$ cat config.mk
export PLATFORM = sky130hd
export DESIGN_NAME = ttps_ctrl
export DESIGN_NICKNAME = d
export VERILOG_FILES = /design/src/design/ttps_pkg.sv /design/src/design/ttps_ctrl.sv
export SDC_FILE = /design/constraint.sdc
export NUM_CORES = 1
export LEC_CHECK = 0
export BUFFER_PORTS_ARGS = -buffer_cell sky130_fd_sc_hd__buf_4
export CAP_MARGIN = 40
export CORE_AREA = 2 2 39 41
export CTS_CLUSTER_SIZE = 28
export DETAILED_ROUTE_END_ITERATION = 8
export DIE_AREA = 0 0 41 43
export SLEW_MARGIN = 20
export SYNTH_ARGS = -nofsm -noshare
export SYNTH_HDL_FRONTEND = slang
export SYNTH_SLANG_ARGS = --single-unit
export TNS_END_PERCENT = 50
$ cat constraint.sdc
create_clock -name clk -period 1.4 [get_ports clk]
set_input_delay 0.07 -clock clk [delete_from_list [all_inputs] [get_ports clk]]
set_output_delay 0.07 -clock clk [all_outputs]
set_load 0.05 [all_outputs]
$ cat src/design/ttps_pkg.sv
`timescale 1ns / 1ps
// ----------------------------------------------------------------------------
// ttps_pkg
// Shared types and constants of the transposition table probe/store block.
// ----------------------------------------------------------------------------
package ttps_pkg;

  localparam int TABLE_ENTRIES_DEF = 4096;

  localparam int IN_TDATA_W  = 152;
  localparam int OUT_TDATA_W = 128;
  localparam int KEY_W       = 64;
  localparam int CNT_W       = 32;
  localparam int USED_W      = 17;

  // Action codes carried on the input tuser bit.
  localparam logic ACT_PROBE = 1'b0;
  localparam logic ACT_STORE = 1'b1;

  // Bound kinds; the fourth code means nothing and a store carrying it is dropped.
  localparam logic [1:0] KIND_EXACT = 2'd0;
  localparam logic [1:0] KIND_LOWER = 2'd1;
  localparam logic [1:0] KIND_UPPER = 2'd2;

  // Input item as packed on in_tdata, last declared field in the lowest bits.
  typedef struct packed {
    logic [4:0]         pad;
    logic signed [15:0] window_high;
    logic signed [15:0] window_low;
    logic [9:0]         insert_ply;
    logic [6:0]         search_depth;
    logic [15:0]        new_move;
    logic signed [15:0] new_score;
    logic [1:0]         bound_kind;
    logic [63:0]        pos_key;
  } in_item_t;

  // Result item as packed on out_tdata, last declared field in the lowest bits.
  typedef struct packed {
    logic [3:0]         pad;
    logic [31:0]        collision_total;
    logic [16:0]        used_total;
    logic [31:0]        hit_total;
    logic [6:0]         found_depth;
    logic [1:0]         found_kind;
    logic [15:0]        found_move;
    logic signed [15:0] found_score;
    logic               score_usable;
    logic               hit;
  } result_t;

  // Slot payload held beside the key store.
  typedef struct packed {
    logic [1:0]         kind;
    logic signed [15:0] score;
    logic [15:0]        move;
    logic [6:0]         depth;
    logic [9:0]         ply;
  } payload_t;

  // Commands from the controller to the datapath.
  typedef struct packed {
    logic clear_en;
    logic capture;
    logic commit;
  } cmd_t;

  // Status from the datapath to the controller.
  typedef struct packed {
    logic clear_last;
    logic out_free;
  } stat_t;

endpackage

$ cat src/design/ttps_ctrl.sv
`timescale 1ns / 1ps
// ----------------------------------------------------------------------------
// ttps_ctrl
// Controller: clearing sweep after reset, then item accept and commit.
// ----------------------------------------------------------------------------
module ttps_ctrl (
  input  logic            clk,
  input  logic            rst_n,
  input  logic            in_tvalid,
  output logic            in_tready,
  input  ttps_pkg::stat_t stat,
  output ttps_pkg::cmd_t  cmd
);

  typedef enum logic [2:0] {
    S_CLEAR = 3'b001,
    S_IDLE  = 3'b010,
    S_EXEC  = 3'b100
  } state_t;

  state_t state_r, state_nxt;

  always_ff @(posedge clk) begin
    if (!rst_n) begin
      state_r <= S_CLEAR;
    end else begin
      state_r <= state_nxt;
    end
  end

  always_comb begin
    state_nxt = state_r;
    cmd       = '0;
    in_tready = 1'b0;
    case (state_r)
      S_CLEAR: begin
        cmd.clear_en = 1'b1;
        if (stat.clear_last) begin
          state_nxt = S_IDLE;
        end
      end
      S_IDLE: begin
        in_tready = 1'b1;
        if (in_tvalid) begin
          cmd.capture = 1'b1;
          state_nxt   = S_EXEC;
        end
      end
      S_EXEC: begin
        // The slot update and the counters move together with the result load.
        if (stat.out_free) begin
          cmd.commit = 1'b1;
          state_nxt  = S_IDLE;
        end
      end
      default: begin
        state_nxt = S_CLEAR;
      end
    endcase
  end

endmodule

==> results of run 1 <==
-- per-layer routing --
layer	share of wire, %	vias up
met1	45	85
met2	39	11
met4	5.5	0
met3	10	2
met5	0	-
li1	-	94
-- worst max-delay path, cell delays in order, from the launching register on --
cell and delay, ns:
dfxtp_1 0.49, nor3b_4 0.26, buf_4 0.22
-- worst min path at each step --
| stage | startpoint | endpoint | slack [ns] | depth (start not counted) |
|---|---|---|---|---|
| detailed placement | rst_n | state_r[0]$_SDFFE_PN1P_ | 0.32 | 2 |
| global route | rst_n | state_r[0]$_SDFFE_PN1P_ | 0.09 | 2 |
| finish | rst_n | state_r[0]$_SDFFE_PN1P_ | 0.09 | 2 |
| floorplan | rst_n | state_r[0]$_SDFFE_PN1P_ | 0.17 | 1 |
| CTS | rst_n | state_r[0]$_SDFFE_PN1P_ | 0.08 | 2 |
| global placement | rst_n | state_r[0]$_SDFFE_PN1P_ | 0.31 | 2 |
-- cell families after synthesis --
family,count (synthesis),synth area share [%]
compound gates,4,15.3
flops,3,32.0
buf+inv,1,6.00
simple gates,9,42.0
xor+xnor,1,4.67
-- cells in the final DEF, fill, tap and decap left out --
cell type and n:
a21oi_1 1, and2_2 1, nor4b_1 1, o311a_1 1
and4bb_2 1, o21ai_0 1, o2111ai_1 1, or4b_4 1
nand3b_1 1, nor3b_4 2, buf_4 8, clkbuf_4 3
clkbuf_1 1, xor2_1 1, nand2b_1 1, dfxtp_2 2
dfxtp_1 1, or3b_1 1
-- area by class of cell --
type,instances,share of cell area (%)
Multi-Input combinational cell,14,45.3
Sequential cell,3,20.2
Timing Repair Buffer,8,19.4
Clock buffer,4,8.50
Tap cell,16,6.48
-- cells in the mapped netlist --
library cell and n:
or4b_4 1, nor4b_1 1, dfxtp_1 3, buf_6 1
o311a_1 1, o21ai_0 1, or3b_1 1, nor3b_1 2
and4bb_2 1, xor2_1 1, a21oi_1 1, and2_1 1
nand3b_1 1, o2111ai_1 1, nand2b_1 1
-- timing repair --
item                                    in CTS  in global routing
gates resized for setup                      0                  2
hold buffers                                 0                  0
endpoints found under the setup margin       0                  2
-- power breakdown --
part	internal [mW]	total [mW]	switching (mW)
Clock	0.107	0.152	0.0454
Combinational	0.0812	0.161	0.0797
Sequential	0.102	0.138	0.0357
-- through the flow --
| stage | setup TNS (ns) | setup WS [ns] |
|---|---|---|
| CTS | 0 | 0.0114 |
| global placement | 0 | 0.147 |
| detailed placement | 0 | 0.150 |
| global route | 0 | 0.0449 |
| floorplan | -0.0767 | -0.0767 |
| finish | 0 | 0.127 |
==> results.md, run 1 <==
* Worst Hold Class: input port to register
* Worst setup path end: cmd[2]
* Design Area, Final at 309 µm²
* Largest regs: state_r x3
* Placed Instances at 41
* Post-Syn Instances at 18
* Fmax achieved at 0.786 GHz
* VDD IR max at 0.000571 V
* Pleak at 0.120 nW
* Initial Utilization at 13.6%
* TritonCTS clock tree: built
* Area of the multi-input gates at 140 µm²
* Slew Limit Fails at 0
* Routed len/inst at 9.76 µm
* Reg2reg setup slack at 0.14 ns
* Syn-to-layout area delta at 64.7%
* Final std cells w/o fill at 45
* Std cell rows at 14
* Sequential cell area fraction in the yosys report at 32.0%
* RePlAce Congestion at 0.693
* DR vias at 192
* Max reg flops at 3
* Clk_skew at 0.00353 ns
* R2r worst-path depth at 2
* Port Buf Inserts at 8
* Fin crit share at 90.9%
* Layout cell share with drive strength beyond 1 at 62.1%
* CP required at 1.33 ns
* Largest register by flop count: state_r
* Max FO, Critical Path at 8
* Global-route wire length before repair at 786 µm
* Top cell type's share of synthesized area at 32.0%
* Worst-skew pair later-pin latency at 0.23 ns
* Chip width at 41 µm
* Total GRT Usage at 7.72%
* Fillers at 153
* CP arrival at 1.20 ns
* Largest cells by area after synthesis: dfxtp_1 (32%), nor3b_1 (8.0%), or4b_4 (7.3%), and4bb_2 (6.7%), buf_6 (6.0%)
* Synthesized flop and latch total at 3
* Core Box Area at 0.00138 mm²
* Vias/cell at 4.27
* Reg-to-Reg End: state_r[1]$_SDFFE_PN0P_
* DRT antenna net count at 0
* Total global routing overflow at 0
* Die area at 0.00176 mm²
* CTS Buf Count at 3
* Reg clk slew, reported paths at 0.03 ns
* Htree depth at 1
* Critical path capture point type: output pin
* DR iter-0 viols at 1
* Worst r2r src: state_r[0]$_SDFFE_PN1P_
* Drt pass-1 iters at 2
* Fin nets at 35
* Vias in the first global route at 179
* RSZ-0062 raised after global routing: no
* Core Util, Final at 22.3%
* Final hold slack at 0.0865 ns
* Pwr Density at 1460 mW/mm²
* Clock Path Buffers at 2
* Min Tclk post-route at 1.27 ns
* Synth area leader: dfxtp_1
* Cell area after synthesis at 188 µm²
* CP Launch Type: register
* DP Area at 280 µm²
* WS Path Type: register to output pin
* Initial antenna violation count at 0
* Setup violations, final at 0
* Avg Cell Area, Syn at 10.4 µm²
* DRC at 0
* Setup crit start: state_r[0]$_SDFFE_PN1P_
* CTS Sinks at 3
* GRT Max-Usage Layer: met4
* Post-CTS Repair Setup Buffers at 0
* Final Hold Viols at 0
* Grt met2 use at 7.81%
* Largest net degree at the start of global routing at 10
* GR Util met1 at 8.01%
* Final wirelength at 439 µm
* Max-cap violations at 0
* Post-synth cell types at 15
* CTS Root Cell: clkbuf_4
* Status: finished clean
* Synth Warn # at 0
* # IOs at 9
* Syn nets at 23
* GR met3 Demand/Resource at 6.28%
* Register area at 62.6 µm²
* Rel. slew slack at 79.2%
* Die height at 43 µm
* Antenna diodes at 0
* Worst slew pin tran at 0.311 ns
* Power, Total at 451 µW
No activity file was read; power rests on OpenSTA's default activity.
==> run 2: changes to the inputs <==
- MAX_ROUTING_LAYER: unset -> met4
- PLACE_DENSITY: unset -> 0.33
==> run 2 against run 1 <==
Effect of this change: clock skew fell by 0.0015 ns; global-route usage fell by 0.63 points; non-clock buffer count rose by 2; largest power group unchanged; first-iteration DRC count fell by 100%; critical path type unchanged; hold slack got worse by 0.0010 ns; highest routed layer is now met3; flip-flop and latch count did not move; critical endpoint is now cmd[1].
==> results.md, run 2 (same netlist as run 1, synthesis figures left out) <==
* Clk_skew at 0.00201 ns (-0.00152 ns)
* Max-cap violations at 0 (unchanged)
* Largest regs: state_r x3
* Commonest non-fill, non-tap cell in the layout: buf_4
* Slew Limit Fails at 0 (unchanged)
* WHS Endpoint: state_r[0]$_SDFFE_PN1P_
* Kind of cell adding the most delay to the critical path: buffers and inverters
* CTS Buf Count at 3 (unchanged)
* Largest net degree at the start of global routing at 10 (unchanged)
* Initial antenna violation count at 0 (unchanged)
* Pwr Density at 1420 mW/mm² (-2.6%)
* Fillers at 160 (+4.6%)
* TritonCTS clock tree: built
* Reg2reg setup slack at 0.22 ns (+0.08 ns)
* Largest register by flop count: state_r
* Rel. slew slack at 78.3% (-0.89 points)
* CTS Sinks at 3 (unchanged)
* WS Path Type: register to output pin
* Setup violations, final at 0 (unchanged)
* Fin nets at 37 (+5.7%)
* Worst-skew pair later-pin latency at 0.23 ns (about the same)
* Die area at 0.00176 mm² (unchanged)
* Register area at 61.3 µm² (-2.0%)
* VDD IR max at 0.000382 V (-33%)
* Fin crit share at 93.1% (+2.1 points)
* Area of the multi-input gates at 140 µm² (unchanged)
* Min Tclk post-route at 1.30 ns (+0.0300 ns)
* DR iter-0 viols at 0 (-1)
* Core Util, Final at 23.3% (+0.99 points)
* Max reg flops at 3 (unchanged)
* RSZ-0062 raised after global routing: no
* Worst r2r src: state_r[2]$_SDFFE_PN0P_
* Clock Path Buffers at 2 (unchanged)
* # IOs at 9 (unchanged)
* Final hold slack at 0.0855 ns (-0.00101 ns)
* CP arrival at 1.23 ns (+0.03 ns)
* Hold buffer count at CTS at 0 (unchanged)
* Vias in the first global route at 189 (+5.6%)
* Worst slew pin tran at 0.320 ns (+0.00919 ns)
* CP required at 1.33 ns (about the same)
* Power, Total at 459 µW (+1.7%)
* CP Launch Type: register
* Worst Hold Class: input port to register
* Status: finished clean
* Reg clk slew, reported paths at 0.04 ns (about the same)
* Fmax achieved at 0.767 GHz (-2.3%)
* Critical path capture point type: output pin
* Routed len/inst at 9.91 µm (+1.6%)
* Total global routing overflow at 0 (unchanged)
* Most frequent CP cell: buf_4
* Std cell rows at 14 (unchanged)
* Reg-to-Reg End: state_r[1]$_SDFFE_PN0P_
* Hold Crit Start: rst_n
* Antenna diodes at 0 (unchanged)
* Pleak at 0.129 nW (+7.8%)
* CP Cell Sequence: buf_4, nor3b_4, and2_2, buf_4
* Max FO, Critical Path at 5 (-3)
* Global-route wire length before repair at 779 µm (-0.89%)
* Initial Utilization at 13.6% (unchanged)
* Die height at 43 µm (unchanged)
* Vias/cell at 4.02 (-5.8%)
* Final std cells w/o fill at 47 (+4.4%)
* Syn-to-layout area delta at 72.0%
* Final wirelength at 466 µm (+6.2%)
* Layout cell share with drive strength beyond 1 at 61.3% (-0.78 points)
* Total GRT Usage at 7.09% (-0.63 points)
* Final Hold Viols at 0 (unchanged)
* Slowest CP cell: dfxtp_1
* Placed Instances at 43 (+4.9%)
* Core Box Area at 0.00138 mm² (unchanged)
* DR vias at 189 (-1.6%)
* Crit-path max cell delay at 0.32 ns (-0.17 ns)
* Hold Crit Depth at 2 (unchanged)
* Drt pass-1 iters at 1 (-1)
* RePlAce Congestion at 0.726 (+4.7%)
* R2r worst-path depth at 2 (unchanged)
* DRC at 0 (unchanged)
* DRT antenna net count at 0 (unchanged)
* WP buf/inv at 2 (+1)
* Port Buf Inserts at 8 (unchanged)
* Most frequent cells in the layout: buf_4 (10), clkbuf_4 (3), nor3b_4 (2), dfxtp_1 (2)
* Htree depth at 1 (unchanged)
* Chip width at 41 µm (unchanged)
* CTS Root Cell: clkbuf_4
* Post-CTS Repair Setup Buffers at 0 (unchanged)
## run 2: cell count changes in the layout (fill, tap and decap cells not counted)
cell / before / now
dfxtp_2: 2 / 1
buf_4: 8 / 10
dfxtp_1: 1 / 2
## run 2: worst reg2reg max path, stage by stage (launching register included)
cell	delay (ns)
dfxtp_1	0.38
or4b_4	0.55
o311a_1	0.13
## run 2: final cells by class
class / instances / share of cell area (%)
clock buffers: 4 / 8.14
multi-input cells: 14 / 43.4
repair buffers: 10 / 23.3
flip-flops and latches: 3 / 19.0
well taps: 16 / 6.20
## run 2: report_power, final
| part | internal (mW) | switching (mW) | total, mW | leakage [nW] |
|---|---|---|---|---|
| registers | 0.102 | 0.0227 | 0.125 | 0.0250 |
| logic | 0.0904 | 0.0952 | 0.186 | 0.0891 |
| clock network | 0.107 | 0.0419 | 0.148 | 0.0150 |
## run 2: timing repair
item                                    CTS  global route
endpoints found under the setup margin    0             1
hold endpoints to repair                  0             0
resized for setup                         0             1
## run 2: how the worst max path moves through the flow
stage                     cells past startpoint               startpoint                 endpoint  slack [ns]
after floorplan                               2  state_r[1]$_SDFFE_PN0P_                   cmd[1]       -0.08
after global placement                        2  state_r[1]$_SDFFE_PN0P_  state_r[1]$_SDFFE_PN0P_        0.21
after detailed placement                      2  state_r[1]$_SDFFE_PN0P_  state_r[1]$_SDFFE_PN0P_        0.21
after CTS                                     3  state_r[1]$_SDFFE_PN0P_                   cmd[1]        0.02
after global routing                          4  state_r[0]$_SDFFE_PN1P_                   cmd[1]        0.02
final                                         4  state_r[0]$_SDFFE_PN1P_                   cmd[1]         0.1
## run 2: routing by layer
layer  wire [µm]  global-route usage, %  part of all wire, %
met4           0                   4.00                    0
met3          43                   4.71                  9.2
met2         194                   8.75                   42
met5           0                      -                    0
met1         228                   8.33                   49
## run 2: per-stage QoR
step	setup TNS (ns)	setup slack, ns	instance area (µm²)
after floorplan	-0.0767	-0.0767	211
after global placement	0	0.206	295
after detailed placement	0	0.207	295
after CTS	0	0.0238	322
after global routing	0	0.0190	323
final	0	0.0970	323
